[src/design/door_lock_controller_assert.svh]
// Assertion macros shared by the door lock controller modules.
// Depends on nothing; included by the modules that check their own logic.
`ifndef DOOR_LOCK_CONTROLLER_ASSERT_SVH
`define DOOR_LOCK_CONTROLLER_ASSERT_SVH

// same-cycle implication
`define DLC_ASSERT_IMPLY(label, clk, rst, ante, cons, msg) \
   label: assert property (@(posedge clk) disable iff (rst) (ante) |-> (cons)) \
      else $error(msg);

// next-cycle implication
`define DLC_ASSERT_NEXT(label, clk, rst, ante, cons, msg) \
   label: assert property (@(posedge clk) disable iff (rst) (ante) |=> (cons)) \
      else $error(msg);

`endif

[src/design/dlc_pkg.sv]
// Package for the door lock controller: codes, widths and shared structs.
// Depends on nothing; imported by every module of the block.
package dlc_pkg;

   localparam int TIMER_BITS_DEFAULT = 24;
   localparam int CFG_BITS           = 24;
   localparam int CMP_BITS           = 32;
   localparam int CSR_INDEX_BITS     = 3;
   localparam int REQ_TDATA_BITS     = 8;
   localparam int REQ_TUSER_BITS     = 2;
   localparam int RSP_TDATA_BITS     = 8;

   localparam logic [CSR_INDEX_BITS-1:0] REG_DEBOUNCE_MS  = 3'd0;
   localparam logic [CSR_INDEX_BITS-1:0] REG_RELOCK_MS    = 3'd1;
   localparam logic [CSR_INDEX_BITS-1:0] REG_GRANT_MS     = 3'd2;
   localparam logic [CSR_INDEX_BITS-1:0] REG_ALERT_MS     = 3'd3;
   localparam logic [CSR_INDEX_BITS-1:0] REG_CLOSED_LEVEL = 3'd4;

   localparam logic [CFG_BITS-1:0] DEBOUNCE_MS_RESET = 24'd50;
   localparam logic [CFG_BITS-1:0] RELOCK_MS_RESET   = 24'd1000;
   localparam logic [CFG_BITS-1:0] GRANT_MS_RESET    = 24'd60000;
   localparam logic [CFG_BITS-1:0] ALERT_MS_RESET    = 24'd60000;

   localparam logic [1:0] OP_TICK   = 2'd0;
   localparam logic [1:0] OP_UNLOCK = 2'd1;
   localparam logic [1:0] OP_START  = 2'd2;

   typedef enum logic [1:0] {
      DOOR_UNINIT = 2'd0,
      DOOR_OPEN   = 2'd1,
      DOOR_CLOSED = 2'd2,
      DOOR_LOCKED = 2'd3
   } door_state_type;

   typedef enum logic [1:0] {
      CODE_NORMAL      = 2'd0,
      CODE_UNINIT      = 2'd1,
      CODE_FORCED_OPEN = 2'd2,
      CODE_LEFT_OPEN   = 2'd3
   } check_type;

   typedef enum logic [1:0] {
      MOTOR_NONE   = 2'd0,
      MOTOR_LOCK   = 2'd1,
      MOTOR_UNLOCK = 2'd2
   } motor_type;

   typedef struct packed {
      logic [CFG_BITS-1:0] debounce_ms;
      logic [CFG_BITS-1:0] relock_ms;
      logic [CFG_BITS-1:0] grant_ms;
      logic [CFG_BITS-1:0] alert_ms;
      logic                closed_level;
   } cfg_type;

   typedef struct packed {
      door_state_type door_state;
      motor_type      motor_command;
      check_type      check_code;
   } result_type;

endpackage

[src/design/dlc_csr.sv]
// Configuration register file of the door lock controller.
// Depends on dlc_pkg; feeds the timeout and sensor settings to dlc_fsm.
module dlc_csr
   import dlc_pkg::*;
(
   input  logic                      clock,
   input  logic                      reset,
   input  logic                      csr_we,
   input  logic [CSR_INDEX_BITS-1:0] csr_index,
   input  logic [CFG_BITS-1:0]       csr_wdata,
   output cfg_type                   cfg
);

   cfg_type cfg_ff;
   cfg_type cfg_in;

   always_comb begin
      cfg_in = cfg_ff;
      if (csr_we) begin
         unique case (csr_index)
            REG_DEBOUNCE_MS:  cfg_in.debounce_ms  = csr_wdata;
            REG_RELOCK_MS:    cfg_in.relock_ms    = csr_wdata;
            REG_GRANT_MS:     cfg_in.grant_ms     = csr_wdata;
            REG_ALERT_MS:     cfg_in.alert_ms     = csr_wdata;
            REG_CLOSED_LEVEL: cfg_in.closed_level = csr_wdata[0];
            default:          cfg_in = cfg_ff;
         endcase
      end
   end

   always_ff @(posedge clock) begin
      if (reset) begin
         cfg_ff.debounce_ms  <= DEBOUNCE_MS_RESET;
         cfg_ff.relock_ms    <= RELOCK_MS_RESET;
         cfg_ff.grant_ms     <= GRANT_MS_RESET;
         cfg_ff.alert_ms     <= ALERT_MS_RESET;
         cfg_ff.closed_level <= 1'b0;
      end else begin
         cfg_ff <= cfg_in;
      end
   end

   assign cfg = cfg_ff;

endmodule

[src/design/dlc_fsm.sv]
// Door state machine with debounce and unlock timers of the door lock controller.
// Depends on dlc_pkg and door_lock_controller_assert.svh; used by door_lock_controller.
`include "door_lock_controller_assert.svh"

module dlc_fsm
   import dlc_pkg::*;
#(
   parameter int TIMER_BITS = TIMER_BITS_DEFAULT
)
(
   input  logic       clock,
   input  logic       reset,
   input  logic       step_en,
   input  logic [1:0] operation,
   input  logic       sensor_level,
   input  cfg_type    cfg,
   output result_type result
);

   door_state_type        state_ff, state_in;
   logic                  prev_sensor_ff, prev_sensor_in;
   logic [TIMER_BITS-1:0] stable_ff, stable_in;
   logic [TIMER_BITS-1:0] since_ff, since_in;
   logic [TIMER_BITS-1:0] stable_inc;
   logic [TIMER_BITS-1:0] since_inc;
   door_state_type        deb;
   logic                  sensor_closed;

   assign stable_inc    = (&stable_ff) ? stable_ff : stable_ff + TIMER_BITS'(1);
   assign since_inc     = (&since_ff) ? since_ff : since_ff + TIMER_BITS'(1);
   assign sensor_closed = (sensor_level == cfg.closed_level);

   always_comb begin
      state_in             = state_ff;
      prev_sensor_in       = prev_sensor_ff;
      stable_in            = stable_ff;
      since_in             = since_ff;
      deb                  = state_ff;
      result.check_code    = CODE_NORMAL;
      result.motor_command = MOTOR_NONE;
      unique case (operation)
         OP_TICK: begin
            since_in  = since_inc;
            stable_in = stable_inc;
            if (sensor_level != prev_sensor_ff) begin
               prev_sensor_in = sensor_level;
               stable_in      = '0;
            end else if (CMP_BITS'(stable_inc) > CMP_BITS'(cfg.debounce_ms)) begin
               deb = sensor_closed ? DOOR_CLOSED : DOOR_OPEN;
            end
            unique case (state_ff)
               DOOR_UNINIT: result.check_code = CODE_UNINIT;
               DOOR_LOCKED: begin
                  if (deb == DOOR_OPEN) begin
                     result.check_code = CODE_FORCED_OPEN;
                  end
               end
               DOOR_OPEN: begin
                  if (deb == DOOR_CLOSED &&
                      CMP_BITS'(since_inc) > CMP_BITS'(cfg.relock_ms)) begin
                     result.motor_command = MOTOR_LOCK;
                     state_in             = DOOR_LOCKED;
                  end else if (deb == DOOR_OPEN &&
                               CMP_BITS'(since_inc) > CMP_BITS'(cfg.alert_ms)) begin
                     result.check_code = CODE_LEFT_OPEN;
                  end
               end
               default: begin
                  if (deb == DOOR_CLOSED &&
                      CMP_BITS'(since_inc) > CMP_BITS'(cfg.grant_ms)) begin
                     result.motor_command = MOTOR_LOCK;
                     state_in             = DOOR_LOCKED;
                  end else if (deb == DOOR_OPEN) begin
                     state_in = DOOR_OPEN;
                  end
               end
            endcase
         end
         OP_UNLOCK: begin
            if (state_ff == DOOR_UNINIT) begin
               result.check_code = CODE_UNINIT;
            end else begin
               result.motor_command = MOTOR_UNLOCK;
               since_in             = '0;
               state_in             = DOOR_CLOSED;
            end
         end
         OP_START: begin
            if (state_ff == DOOR_UNINIT) begin
               if (sensor_closed) begin
                  result.motor_command = MOTOR_LOCK;
                  state_in             = DOOR_LOCKED;
               end else begin
                  result.motor_command = MOTOR_UNLOCK;
                  since_in             = '0;
                  state_in             = DOOR_OPEN;
               end
               prev_sensor_in = sensor_level;
               stable_in      = '0;
            end
         end
         default: begin
            state_in = state_ff;
         end
      endcase
      result.door_state = state_in;
   end

   always_ff @(posedge clock) begin
      if (reset) begin
         state_ff       <= DOOR_UNINIT;
         prev_sensor_ff <= 1'b0;
         stable_ff      <= '0;
         since_ff       <= '0;
      end else if (step_en) begin
         state_ff       <= state_in;
         prev_sensor_ff <= prev_sensor_in;
         stable_ff      <= stable_in;
         since_ff       <= since_in;
      end
   end

   `DLC_ASSERT_NEXT(a_init_sticks, clock, reset, state_ff != DOOR_UNINIT,
      state_ff != DOOR_UNINIT, "door returned to uninitialized")

endmodule

[src/design/door_lock_controller.sv]
// Door lock controller top level: request register, state machine, response register.
// Depends on dlc_pkg, dlc_csr, dlc_fsm and door_lock_controller_assert.svh.
//
// Usage:
//   Requests arrive on the req_ channel: req_tuser carries the operation
//   (tick of one millisecond, unlock, start) and req_tdata the sampled
//   door sensor level. Every request transaction gives exactly one response
//   transaction on the rsp_ channel with the check code, the motor command
//   and the door state after the request.
//   Timeouts and the closed sensor level are written on the csr_ port while
//   no request is in flight; a write takes effect at the next clock edge.
//   An accepted request is held in the request register, processed by the
//   state machine into the response register and presented on rsp_.
//   Throughput: one request per cycle while the response is not stalled, set by
//   the state update between the request register and the response register.
//   Reset: the door is uninitialized, both timers and the stored sensor level
//   are zero, and the registers take their default timeouts.
//   Stall: while rsp_tready is low the response holds; the request register
//   still takes one more request, then req_tready drops until the response
//   is taken.
`include "door_lock_controller_assert.svh"

module door_lock_controller
   import dlc_pkg::*;
#(
   parameter int TIMER_BITS = TIMER_BITS_DEFAULT
)
(
   input  logic                      clock,
   input  logic                      reset,
   input  logic                      req_tvalid,
   output logic                      req_tready,
   input  logic [REQ_TDATA_BITS-1:0] req_tdata,  // [0] sensor_level
   input  logic [REQ_TUSER_BITS-1:0] req_tuser,  // [1:0] operation
   output logic                      rsp_tvalid,
   input  logic                      rsp_tready,
   output logic [RSP_TDATA_BITS-1:0] rsp_tdata,  // [1:0] check_code, [3:2] motor_command,
                                                 // [5:4] door_state
   input  logic                      csr_we,
   input  logic [CSR_INDEX_BITS-1:0] csr_index,
   input  logic [CFG_BITS-1:0]       csr_wdata
);

   logic       in_valid_ff;
   logic [1:0] in_op_ff;
   logic       in_sensor_ff;
   logic       out_valid_ff;
   result_type out_result_ff;
   logic       advance;
   cfg_type    cfg;
   result_type result;

   assign advance    = in_valid_ff && (!out_valid_ff || rsp_tready);
   assign req_tready = !in_valid_ff || advance;

   dlc_csr u_csr (
      .clock     (clock),
      .reset     (reset),
      .csr_we    (csr_we),
      .csr_index (csr_index),
      .csr_wdata (csr_wdata),
      .cfg       (cfg)
   );

   dlc_fsm #(
      .TIMER_BITS (TIMER_BITS)
   ) u_fsm (
      .clock        (clock),
      .reset        (reset),
      .step_en      (advance),
      .operation    (in_op_ff),
      .sensor_level (in_sensor_ff),
      .cfg          (cfg),
      .result       (result)
   );

   always_ff @(posedge clock) begin
      if (reset) begin
         in_valid_ff  <= 1'b0;
         out_valid_ff <= 1'b0;
      end else begin
         if (req_tready) begin
            in_valid_ff <= req_tvalid;
         end
         if (advance) begin
            out_valid_ff <= 1'b1;
         end else if (rsp_tready) begin
            out_valid_ff <= 1'b0;
         end
      end
   end

   always_ff @(posedge clock) begin
      if (req_tready && req_tvalid) begin
         in_op_ff     <= req_tuser;
         in_sensor_ff <= req_tdata[0];
      end
      if (advance) begin
         out_result_ff <= result;
      end
   end

   assign rsp_tvalid = out_valid_ff;
   assign rsp_tdata  = {2'b00, out_result_ff.door_state, out_result_ff.motor_command,
                        out_result_ff.check_code};

   `DLC_ASSERT_IMPLY(a_lock_means_locked, clock, reset,
      rsp_tvalid && out_result_ff.motor_command == MOTOR_LOCK,
      out_result_ff.door_state == DOOR_LOCKED, "lock command without locked state")

   `DLC_ASSERT_IMPLY(a_unlock_means_unlocked, clock, reset,
      rsp_tvalid && out_result_ff.motor_command == MOTOR_UNLOCK,
      out_result_ff.door_state == DOOR_OPEN || out_result_ff.door_state == DOOR_CLOSED,
      "unlock command without unlocked state")

   `DLC_ASSERT_IMPLY(a_forced_only_locked, clock, reset,
      rsp_tvalid && out_result_ff.check_code == CODE_FORCED_OPEN,
      out_result_ff.door_state == DOOR_LOCKED, "forced open on a door that is not locked")

   `DLC_ASSERT_IMPLY(a_uninit_code, clock, reset,
      rsp_tvalid && out_result_ff.check_code == CODE_UNINIT,
      out_result_ff.door_state == DOOR_UNINIT && out_result_ff.motor_command == MOTOR_NONE,
      "uninitialized error on an initialized door")

endmodule
[config.mk]
export PLATFORM = sky130hd
export DESIGN_NAME = door_lock_controller
export DESIGN_NICKNAME = d
export VERILOG_FILES = /design/src/design/dlc_pkg.sv /design/src/design/dlc_csr.sv /design/src/design/dlc_fsm.sv /design/src/design/door_lock_controller.sv
export VERILOG_INCLUDE_DIRS = /design/src /design/src/design
export SDC_FILE = /design/constraint.sdc
export NUM_CORES = 1
export LEC_CHECK = 0
export BUFFER_PORTS_ARGS = -buffer_cell sky130_fd_sc_hd__buf_2
export CAP_MARGIN = 20
export CORE_MARGIN = 3
export CORE_UTILIZATION = 48
export DETAILED_ROUTE_END_ITERATION = 6
export PLACE_DENSITY = 0.65
export SLEW_MARGIN = 15
export SYNTH_ARGS = -nofsm -noshare
export SYNTH_HDL_FRONTEND = slang
export SYNTH_SLANG_ARGS = --single-unit
[constraint.sdc]
create_clock -name clock -period 4.1 [get_ports clock]
set_input_delay 0.82 -clock clock [delete_from_list [all_inputs] [get_ports clock]]
set_output_delay 0.82 -clock clock [all_outputs]
set_load 0.03 [all_outputs]
After elaboration in Yosys (flattened, before gate mapping)
Index checks and enable logic that the tools add are counted.
Word-level totals
  flip-flop bits (word level): 159
  bits in latches: 0
  bits in writable memories: 0
  ROM bits: 0
  input port bits: 42
  memories: 0
Cells by class
  add/sub/neg operators: 2
  multiply operators: 0
  divide/modulo/power cells: 0
  order comparisons: 4
  eq/ne operators: 16
  shift-type cells: 0
  mux-type cells: 39
  bitwise logic cells: 0
  reductions and logical operators: 26
Operators by type and width (number)
  24-bit 2-to-1 mux: 7
  24-bit greater-than comparator: 4
  24-bit case mux with 3 select lines: 1
  24-bit by 1-bit adder with 24-bit output, second input constant: 2
  24-bit case mux with 2 select lines: 1
  24-bit AND reduction: 2
  2-bit 2-to-1 mux: 16
  2-bit case mux with 3 select lines: 3
  2-bit case mux with 2 select lines: 3
  2-bit AND reduction: 5
  1-bit 2-to-1 mux: 7
  2-bit by 1-bit equality test with 1-bit output, second input constant: 3
  2-bit equality test, second input constant: 3
  3-bit by 2-bit equality test with 1-bit output, second input constant: 2
  1-bit logical AND: 5
  5-bit AND reduction: 1
  2-bit logical NOT: 2
  2-bit by 1-bit inequality test with 1-bit output, second input constant: 2
  2-bit inequality test, second input constant: 2
  4-bit AND reduction: 1
  2-bit nonzero test: 2
  3-bit by 1-bit equality test with 1-bit output, second input constant: 1
  3-bit equality test, second input constant: 1
  3-bit logical NOT: 1
  8 further kinds: 10

Longest topological paths before layout
Gate-level depths: netlist of the first run.
  depth in word-level cells: 12
  mapped depth: 16
  depth with buffers taken out: 15

By module
Synthesis of the first run repeated with hierarchy kept, for this count alone.
Unflattened totals
  cell total of the unflattened synthesis: 1167
  area, all modules: 10276.1 um^2
Modules (own cells, without submodules)
  dlc_fsm: times used 1, cells an instance 787, area each 6003.3 um^2, sequential area each 1021.0 um^2
  dlc_csr: times used 1, cells an instance 358, area each 3880.0 um^2, sequential area each 1941.9 um^2
  door_lock_controller: times used 1, cells an instance 22, area each 392.9 um^2, sequential area each 310.3 um^2

Worst setup path after synthesis of the first run
OpenSTA, ideal clock, no wires.
  kind: register to register
  start point: reg u_fsm.stable_ff[0]
  end point: reg out_result_ff (netlist bit rsp_tdata[2]) (data pin)
  setup time: 0.158 ns
  arrival time: 3.445 ns
  data required time: 3.942 ns
  path slack: 0.497 ns
  cell stages (with the launch flop): 16
  period minus slack after synthesis: 3.603 ns
  cells stage by stage: dfxtp_1 ha_1 and3_1 nand4_4 or3_4 and3_2 nand4_1 xnor2_1 ha_1 o21ai_0 nor2_1 o311ai_0 nand4_1 nand2_1 or3b_2 o211ai_1
RTL lines
  start: declaration: line dlc_fsm.sv:22  | logic [TIMER_BITS-1:0] stable_ff, stable_in;
  start signal: assignment: line dlc_fsm.sv:118  | stable_ff <= stable_in;
  end signal: assignment: line door_lock_controller.sv:99  | out_result_ff <= result;
  end: declaration: line door_lock_controller.sv:48  | result_type out_result_ff;

==> key figures, run 1 <==
Status
  • Outcome: finished, final reports clean

Final layout
  • Util after Layout: 0.563
  • Finished Layout Cells: 1564
  • Post-Layout Inst Area: ~11000 µm²
  • Commonest non-fill, non-tap cells in the layout: 236 x nand2_1, 150 x dfxtp_1, 144 x a21oi_1, 103 x inv_1, 102 x ha_1
  • Number of fill cells in the layout: approximately 1900
  • Register area: 3270 µm²
  • Layout cell share with drive strength beyond 1: 0.131
  • Diodes inserted: 0
  • Commonest non-fill, non-tap cell in the layout: nand2_1
  • Net count reported at finish: around 1400
  • P&R area growth vs syn: 14.0%
  • Area of the multi-input gates: a little under 6000 µm²

Floorplan
  • Initial Utilization: 0.494
  • Core area: 19700 µm²
  • Area of the die: approximately 22000 µm²
  • FP Rows: 51
  • Die H: about 150 µm
  • I/O pin cnt: 52
  • Die W: 148 µm

Timing
  • RSZ-0062 raised after global routing: no
  • # setup viols final: 0
  • Hold Fails Final Rpt: 0
  • Sum Neg Setup Slack: 0 ps
  • Clock skew: approximately 10 ps
  • Hold_ws: 453 ps
  • Final Max Tran Viols: 0
  • Final clock period utilization by the worst path: 0.963
  • Min Tclk post-route: 3950 ps
  • Slew headroom: 0.258
  • FMAX: 253 MHz
  • Worst-Margin Slew: 1110 ps
  • Final WS setup: 151 ps

GRT
  • Initial antenna violation count: 0
  • Largest net degree at the start of global routing: 85
  • GRT overflow: 0
  • GRT Total Usage: 0.235
  • Global-route wire length before repair: roughly 42000 µm
  • Vias in the first global route: a little over 8000

Power
  • Logic gate share of total power: 0.077
  • Total power: around 3.6 mW
  • Pwr Density: roughly 330 nW/µm²
  • Sw Share: 0.243
  • Worst ir drop on vdd: approximately 220 µV
  • Clk network pwr share: 0.478
  • Seq pwr share: 0.445
  • Psw: 880 µW
  • Pint: about 2.7 mW
  • P_leak: roughly 4.7 nW

Clock tree
  • Clock latency on the worst-skew pair: ~430 ps
  • Clock-pin slew on the worst setup and hold paths: around 60 ps
  • Total CTS buffers: 17
  • CTS tree: yes
  • CTS Root Cell: clkbuf_16
  • CTS H-tree lvls: 4
  • CTS Sinks: around 160
  • CTS Buffer Depth: 2

Routing
  • Vias: 8634
  • Post-route DRC: 0
  • Drt pass-1 iters: 5
  • WL final: approximately 26000 µm
  • Avg WL per Cell: approximately 16 µm
  • Antenna-violating nets left: 0
  • Drt via density: around 5.5
  • Iter 0 DRT Violations: 527

Place
  • Hpwl dp: 18500 µm
  • Port bufs: between 40 and 50
  • Placed Cells: 1529
  • Placed inst area: a little over 10000 µm²
  • Dpl ws: 107 ps
  • Placer Congestion: 0.902

Worst setup path
  • Crit path max fanout: 7
  • CP startpoint kind: register
  • Worst path max stage delay: approximately 520 ps
  • Worst path buffer plus inverter count: 1
  • Setup crit end kind: register
  • CP max stage cell: o31ai_1
  • Setup CP Type: reg2reg
  • Crit path arrival time: roughly 4300 ps
  • CP most frequent cell: a21o_1
  • Worst path required time: ~4400 ps
  • CP cell instances: and4_1 -> nand3_4 -> nor3_2 -> buf_4 -> nand2_1 -> xnor2_1 -> ha_1 -> a21o_1 -> a21o_1 -> a21oi_1 -> o21ai_0 -> o31ai_1 -> o2111ai_1 -> o21a_1
  • CP top delay family: compound AO/OA/AOI/OAI gates

Synth
  • Async set-reset flop share out of synthesis: 0
  • Mapped Cells: about 1200
  • Yosys reg bits: 159
  • Dominant cells by area after synthesis: dfxtp_1 31%, ha_1 13%, nand2_1 9.1%, a21oi_1 7.4%, inv_1 4.0%
  • Synth area leader: dfxtp_1
  • Syn_area_per_cell: around 7.9 µm²
  • Warnings, synthesis: 0
  • Cell variety after synth: 76
  • Post-synth top area share: 0.309
  • Top_reg_cell synth: dfxtp_1
  • Sequential cell area fraction in the yosys report: 0.337
  • Mapped Area: between 9000 and 10000 µm²
  • Post-synth EDFFs: 9

Flow run
  • Max Cap Viol: 0

Worst hold path
  • Hold Path Class: reg2reg
-- registers in the layout (all words and copies together), names as in the netlist --
signal and cells:
rsp_tvalid 1, u_fsm.since_ff 24, u_fsm.stable_ff 24, in_valid_ff 1, u_fsm.prev_sensor_ff 1, in_op_ff 2
u_fsm.state_ff 2, in_sensor_ff 1, rsp_tdata 6, u_csr.cfg 97
-- final cells by class --
| class | instances | area share |
|---|---|---|
| Inverter | 104 | 0.0353 |
| Tap cell | 265 | 0.0299 |
| Clock inverter | 13 | 0.0167 |
| Timing Repair Buffer | 92 | 0.0531 |
| Clock buffer | 19 | 0.0409 |
| Multi-Input combinational cell | 912 | 0.529 |
| Sequential cell | 159 | 0.296 |
-- Yosys cell counts, types with 10 or more instances --
master,n
nand3_1,25
nor3_1,12
buf_2,10
xor2_1,11
o21ai_0,44
nand4_1,29
or3_1,20
inv_1,103
clkbuf_1,40
nand2_1,236
a21o_1,15
dfxtp_1,150
xnor2_1,33
nand3b_1,18
a21oi_1,144
o211ai_1,13
a31oi_1,15
ha_1,102
nor2_1,56
-- power by group through the flow --
stage | registers, mW | logic (mW) | clock network, mW
2_1_floorplan | 1.65 | 0.174 | 0
3_3_place_gp | 1.65 | 0.271 | 0
3_5_place_dp | 1.65 | 0.274 | 0
4_1_cts | 1.61 | 0.276 | 1.75
5_1_grt | 1.62 | 0.310 | 1.81
6_report | 1.61 | 0.278 | 1.73
-- logic make-up after synthesis --
kind of cell | after synthesis | synth area share
compound gates | 291 | 0.181
simple gates | 468 | 0.241
mux | 5 | 0.00541
xor+xnor | 44 | 0.0397
buf+inv | 161 | 0.0650
fa+ha+maj | 102 | 0.131
flops | 159 | 0.337
other cells | 1 | 0.000386
-- worst reg2reg max path: stages (launching register included) --
cell       delay, ps
dfxtp_1          390
and4_1           320
nand3_4          140
nor3_2           200
buf_4            170
nand2_1           80
xnor2_1          450
ha_1             350
a21o_1           160
a21o_1           160
a21oi_1          150
o21ai_0          250
o31ai_1          520
o2111ai_1        270
o21a_1           240
-- path summary, 6_finish.rpt --
path	to	slack, ps	cells past startpoint	from
max reg2reg	u_fsm.state_ff[0]$_SDFFE_PP0P_	150	14	u_fsm.since_ff[14]$_SDFFE_PP0P_
max	u_fsm.state_ff[0]$_SDFFE_PP0P_	150	14	u_fsm.since_ff[14]$_SDFFE_PP0P_
min reg2reg	u_csr.cfg[79]$_SDFFE_PP0P_	450	2	u_csr.cfg[79]$_SDFFE_PP0P_
min	u_csr.cfg[79]$_SDFFE_PP0P_	450	2	u_csr.cfg[79]$_SDFFE_PP0P_
-- per-layer routing --
layer / GRT usage / vias to the layer above / wire (µm)
met3: 0.0350 / 24 / 1110
met1: 0.315 / 4061 / 11800
met2: 0.400 / 161 / 12300
met4: 0.0577 / 0 / 337
met5: 0 / - / 0
li1: - / 4388 / -
-- repair_timing --
item	CTS	global route
endpoints found under the setup margin	0	5
resized for setup	0	7
setup buffers	0	3
hold buffers	0	0
(Power assumes the default switching activity.)
==> inputs of run 2 (changes only) <==
- CORE_UTILIZATION: 48 -> 50
- PLACE_DENSITY: 0.65 -> 0.67
- SLEW_MARGIN: 15 -> 0
==> key figures, run 2 (synthesized netlist as in run 1, its figures left out) <==
Place
  • Hpwl dp: 18500 µm (+0.34%)
  • Placer Congestion: 0.908 (+0.67%)
  • Port bufs: 42 (unchanged)

Worst setup path
  • R2R Setup Slk: 190 ps (+40 ps)
  • Setup CP Type: reg2reg
  • Worst path required time: 4360 ps (-60 ps)
  • R2R cell count: 15 (+1)
  • Crit Reg-Reg Startpoint: u_fsm.stable_ff[0]$_SDFFE_PP0P_
  • Setup crit end kind: register
  • Levels on crit path: 15 (+1)
  • CP top delay family: simple AND/OR/NAND/NOR gates
  • Crit path max fanout: 5 (-2)
  • CP cell instances: ha_1 -> and3_1 -> buf_4 -> a211oi_4 -> nor3b_2 -> xor2_1 -> ha_1 -> nand4_1 -> nor4_2 -> o311ai_0 -> nand4_1 -> buf_4 -> nand3_1 -> nand3b_1 -> o211ai_1
  • Worst path buffer plus inverter count: 2 (+1)
  • CP startpoint kind: register
  • Worst path max stage delay: 360 ps (-160 ps)
  • Crit path arrival time: 4170 ps (-100 ps)
  • Reg2reg end: rsp_tdata[2]$_DFFE_PP_
  • CP max stage cell: a211oi_4

Timing
  • Hold Fails Final Rpt: 0 (unchanged)
  • Min Tclk post-route: 3910 ps (-38.8 ps)
  • Hold_ws: 454 ps (+0.821 ps)
  • FMAX: 256 MHz (+0.99%)
  • Sum Neg Setup Slack: 0 ps (unchanged)
  • RSZ-0062 raised after global routing: no
  • Final clock period utilization by the worst path: 0.954 (-0.00947)
  • # setup viols final: 0 (unchanged)
  • Slew headroom: 0.313 (+0.0549)
  • Final Max Tran Viols: 0 (unchanged)
  • Clock skew: 4.96 ps (-5.01 ps)
  • Worst-Margin Slew: 1030 ps (-82.3 ps)

Routing
  • Antenna-violating nets left: 0 (unchanged)
  • Iter 0 DRT Violations: 603 (+14%)
  • WL final: 25600 µm (+0.15%)
  • Drt via density: 5.54 (+0.42%)
  • Met2 wire len: 12200 µm (-1.1%)
  • Top Layer Used: met4
  • Post-route DRC: 0 (unchanged)
  • Post-Route M1 WL: 11800 µm (+0.19%)
  • Metal3 WL: 1110 µm (-0.27%)
  • Drt pass-1 iters: 5 (unchanged)
  • Vias: 8559 (-0.87%)
  • Avg WL per Cell: 16.6 µm (+1.4%)

Clock tree
  • CTS Buffer Depth: 2 (unchanged)
  • CTS Sinks: 159 (unchanged)
  • CTS H-tree lvls: 4 (unchanged)
  • CTS tree: yes
  • Clock-pin slew on the worst setup and hold paths: 60 ps (about the same)
  • Hold_buf cts: 0 (unchanged)
  • CTS Root Cell: clkbuf_16
  • CTS resizes: 0 (unchanged)
  • # Post-CTS Setup Buffers: 0 (unchanged)
  • Total CTS buffers: 17 (unchanged)
  • Clock latency on the worst-skew pair: 430 ps (about the same)

Final layout
  • Layout cell share with drive strength beyond 1: 0.129 (-0.00237)
  • Max reg flops: 97 (unchanged)
  • Number of fill cells in the layout: 1803 (-5.9%)
  • Register area: 3280 µm² (+0.27%)
  • Commonest non-fill, non-tap cells in the layout: 236 x nand2_1, 144 x a21oi_1, 143 x dfxtp_1, 103 x inv_1, 102 x ha_1
  • Area of the multi-input gates: 5870 µm² (+0.34%)
  • Commonest non-fill, non-tap cell in the layout: nand2_1
  • Net count reported at finish: 1417 (-0.91%)
  • Diodes inserted: 0 (unchanged)
  • P&R area growth vs syn: 12.6%

Worst hold path
  • Hold Startpoint: u_csr.cfg[27]$_SDFFE_PP0P_
  • Hold Crit Depth: 2 (unchanged)
  • Hold Path Class: reg2reg
  • Worst Hold Endpoint: u_csr.cfg[27]$_SDFFE_PP0P_

GRT
  • Vias in the first global route: 8227 (+1.0%)
  • Largest net degree at the start of global routing: 80 (-5.9%)
  • Global-route wire length before repair: 42200 µm (+1.3%)
  • Initial antenna violation count: 0 (unchanged)
  • GRT Total Usage: 0.244 (+0.00930)
  • GRT overflow: 0 (unchanged)

Floorplan
  • Core area: 18900 µm² (-3.9%)
  • I/O pin cnt: 52 (unchanged)
  • Area of the die: 21100 µm² (-3.8%)
  • FP Rows: 50 (-2.0%)
  • Initial Utilization: 0.514 (+0.0199)
  • Die H: 145 µm (-1.9%)
  • Die W: 145 µm (-1.9%)

Power
  • Pwr Density: 317 nW/µm² (-3.1%)
  • Total power: 3.47 mW (-4.2%)
  • P_leak: 4.58 nW (-2.0%)
  • Worst ir drop on vdd: 268 µV (+23%)

Flow run
  • Max Cap Viol: 0 (unchanged)

Status
  • Outcome: finished, final reports clean
[run 2: changes by cell type in the layout (fill, tap and decap cells not counted), moves of 2 or more]
cell       previous run  this run
bufinv_16             4         2
inv_6                 2         0
dfxtp_1             150       143
dfxtp_2               0         7
buf_4                51        37
[run 2: final cells by class]
type | instances | area share
multi-input combinational | 912 | 0.537
sequential | 159 | 0.300
timing repair buffer | 79 | 0.0460
clock buffer | 20 | 0.0417
inverter | 104 | 0.0357
tap | 260 | 0.0297
clock inverter | 10 | 0.0105
[run 2: worst max path at each step]
| stage | startpoint | endpoint | slack [ps] |
|---|---|---|---|
| 4_1_cts | u_fsm.stable_ff[0]$_SDFFE_PP0P_ | rsp_tdata[2]$_DFFE_PP_ | 40 |
| 3_3_place_gp | u_fsm.stable_ff[0]$_SDFFE_PP0P_ | rsp_tdata[2]$_DFFE_PP_ | 170 |
| 5_1_grt | u_fsm.since_ff[0]$_SDFFE_PP0P_ | rsp_tdata[2]$_DFFE_PP_ | 6 |
| 2_1_floorplan | u_fsm.stable_ff[0]$_SDFFE_PP0P_ | rsp_tdata[2]$_DFFE_PP_ | 500 |
| 6_report | u_fsm.stable_ff[0]$_SDFFE_PP0P_ | rsp_tdata[2]$_DFFE_PP_ | 190 |
| 3_5_place_dp | u_fsm.stable_ff[15]$_SDFFE_PP0P_ | rsp_tdata[2]$_DFFE_PP_ | 150 |
[run 2: per-stage QoR]
step           setup WS, ps   util  std cells  instance area [µm²]
2_1_floorplan           497      -       1232                 9720
3_3_place_gp            168  0.546       1514                10300
3_5_place_dp            146  0.546       1514                10300
4_1_cts                40.5  0.576       1544                10900
5_1_grt                5.57  0.579       1544                10900
6_report                189  0.579       1544                10900
[run 2: worst reg2reg max path, cell delays in order, from the launching register on]
cell and delay [ps]:
dfxtp_1 350, ha_1 240, and3_1 220, buf_4 150, a211oi_4 360, nor3b_2 310, xor2_1 140, ha_1 340
nand4_1 240, nor4_2 300, o311ai_0 170, nand4_1 180, buf_4 140, nand3_1 110, nand3b_1 260, o211ai_1 230
[run 2: metal layers]
layer	track usage	vias up
met5	0	-
li1	-	4352
met2	0.408	151
met4	0.0745	0
met3	0.0427	38
met1	0.324	4018
[run 2: power by group]
part / leakage (nW) / switching (mW) / internal, mW
clock network: 0.274 / 0.652 / 0.920
registers: 1.30 / 0.0202 / 1.59
logic: 3.00 / 0.189 / 0.0931
==> inputs of run 3 (changes only) <==
- RECOVER_POWER: unset -> 25
==> key figures, run 3 (synthesized netlist as in run 1, its figures left out) <==
Power
  • P_leak: 4.54 nW (-0.76%)
  • Pwr Density: 317 nW/µm² (about the same)
  • Worst ir drop on vdd: 266 µV (-0.50%)

Worst setup path
  • Setup crit end kind: register
  • CP startpoint kind: register
  • Crit path max fanout: 5 (unchanged)
  • Setup CP Type: reg2reg
  • Crit path arrival time: 4150 ps (-20 ps)
  • Worst path required time: 4360 ps (about the same)
  • R2R cell count: 15 (unchanged)

Routing
  • Vias: 8595 (+0.42%)
  • WL final: 25600 µm (-0.15%)
  • Drt pass-1 iters: 6 (+1)
  • Avg WL per Cell: 16.6 µm (-0.15%)
  • Iter 0 DRT Violations: 595 (-1.3%)
  • Post-route DRC: 0 (unchanged)
  • Drt via density: 5.57 (+0.42%)
  • Antenna-violating nets left: 0 (unchanged)

Timing
  • Clock skew: 5.15 ps (+0.196 ps)
  • Slew headroom: -0.0890 (-0.402)
  • # setup viols final: 0 (unchanged)
  • Hold_ws: 452 ps (-1.81 ps)
  • Sum Neg Setup Slack: 0 ps (unchanged)
  • Hold Fails Final Rpt: 0 (unchanged)
  • Final clock period utilization by the worst path: 0.948 (-0.00533)
  • Min Tclk post-route: 3890 ps (-21.9 ps)
  • Final Max Tran Viols: 31 (+31)
  • Worst-Margin Slew: 1630 ps (+603 ps)
  • RSZ-0062 raised after global routing: no
  • FMAX: 257 MHz (+0.56%)

Floorplan
  • Core area: 18900 µm² (unchanged)
  • Die H: 145 µm (unchanged)
  • FP Rows: 50 (unchanged)
  • Die W: 145 µm (unchanged)
  • I/O pin cnt: 52 (unchanged)
  • Initial Utilization: 0.514 (unchanged)
  • Area of the die: 21100 µm² (unchanged)

Status
  • Failing checks: max-capacitance violations, max-slew violations
  • Outcome: complete, but fails checks

Clock tree
  • Total CTS buffers: 17 (unchanged)
  • Clock-pin slew on the worst setup and hold paths: 60 ps (about the same)
  • CTS H-tree lvls: 4 (unchanged)
  • CTS Root Cell: clkbuf_16
  • CTS Buffer Depth: 2 (unchanged)
  • # Post-CTS Setup Buffers: 0 (unchanged)
  • CTS Sinks: 159 (unchanged)
  • CTS tree: yes
  • Hold_buf cts: 0 (unchanged)
  • Clock latency on the worst-skew pair: 430 ps (about the same)

Worst hold path
  • Hold Crit Depth: 2 (unchanged)
  • Hold Path Class: reg2reg

Final layout
  • Number of fill cells in the layout: 1810 (+0.39%)
  • Commonest non-fill, non-tap cell in the layout: nand2_1
  • Max reg flops: 97 (unchanged)
  • Diodes inserted: 0 (unchanged)
  • Layout cell share with drive strength beyond 1: 0.120 (-0.00857)
  • Net count reported at finish: 1417 (unchanged)
  • Commonest non-fill, non-tap cells in the layout: 236 x nand2_1, 144 x a21oi_1, 143 x dfxtp_1, 103 x inv_1, 102 x ha_1
  • P&R area growth vs syn: 12.4%
  • Util after Layout: 0.578 (-0.00106)

Place
  • Placer Congestion: 0.908 (unchanged)
  • Port bufs: 42 (unchanged)
  • Hpwl dp: 18500 µm (unchanged)

GRT
  • GRT Total Usage: 0.244 (unchanged)
  • Global-route wire length before repair: 42200 µm (unchanged)
  • Vias in the first global route: 8227 (unchanged)
  • Initial antenna violation count: 0 (unchanged)
  • GRT overflow: 0 (unchanged)
  • Largest net degree at the start of global routing: 80 (unchanged)

Flow run
  • Max Cap Viol: 1 (+1)
[run 3: changes by cell type in the layout (fill, tap and decap cells not counted), sizes merged]
cell    change
buf        -10
clkbuf     +10
[run 3: final cells by class]
class                   instances  area (µm²)  share of cell area
clock buffers                  20         457              0.0418
flip-flops and latches        159        3280               0.300
well taps                     260         325              0.0298
clock inverters                10         115              0.0105
repair buffers                 79         488              0.0447
multi-input cells             912        5870               0.537
inverters                     104         390              0.0357
[run 3: where the power goes]
group | total (mW) | switching (mW) | internal [mW]
clock | 1.57 | 0.651 | 0.920
combinational | 0.279 | 0.188 | 0.0915
sequential | 1.61 | 0.0199 | 1.59
total | 3.46 | 0.858 | 2.60
[run 3: critical path: stages, from the launching register on]
cell	delay, ps
dfxtp_1	350
ha_1	240
and3_1	220
buf_4	150
a211oi_4	360
nor3b_2	310
xor2_1	140
ha_1	340
nand4_1	240
nor4_2	300
o311ai_0	170
nand4_1	180
buf_4	140
nand3_1	110
nand3b_1	250
o211ai_1	220
[run 3: worst paths after layout]
kind                                                       from                         end  slack (ps)
worst max-delay path            u_fsm.stable_ff[0]$_SDFFE_PP0P_      rsp_tdata[2]$_DFFE_PP_         210
worst min-delay path                 u_csr.cfg[27]$_SDFFE_PP0P_  u_csr.cfg[27]$_SDFFE_PP0P_         450
worst max register to register  u_fsm.stable_ff[0]$_SDFFE_PP0P_      rsp_tdata[2]$_DFFE_PP_         210
worst min register to register       u_csr.cfg[27]$_SDFFE_PP0P_  u_csr.cfg[27]$_SDFFE_PP0P_         450
[run 3: what timing repair did]
| item | in CTS | in global routing |
|---|---|---|
| hold endpoints to repair | 0 | 0 |
| gates resized for setup | 0 | 18 |
| setup endpoints to repair | 0 | 6 |
[run 3: stage by stage]
stage               instances  area, µm²  power (mW)  setup slack (ps)
global route             1544      10900        3.59              5.59
detailed placement       1514      10300        1.92               146
finish                   1544      10900        3.46               211
CTS                      1544      10900        3.49              40.5
floorplan                1232       9720        1.82               497
global placement         1514      10300        1.92               168
[run 3: layer usage]
layer | part of all wire | vias to the layer above | GRT usage | routed length (µm)
met3 | 0.044 | 35 | 0.0427 | 1140
met5 | 0 | - | 0 | 0
met2 | 0.47 | 168 | 0.408 | 12100
met4 | 0.020 | 0 | 0.0745 | 508
li1 | - | 4356 | - | -
met1 | 0.46 | 4036 | 0.324 | 11800
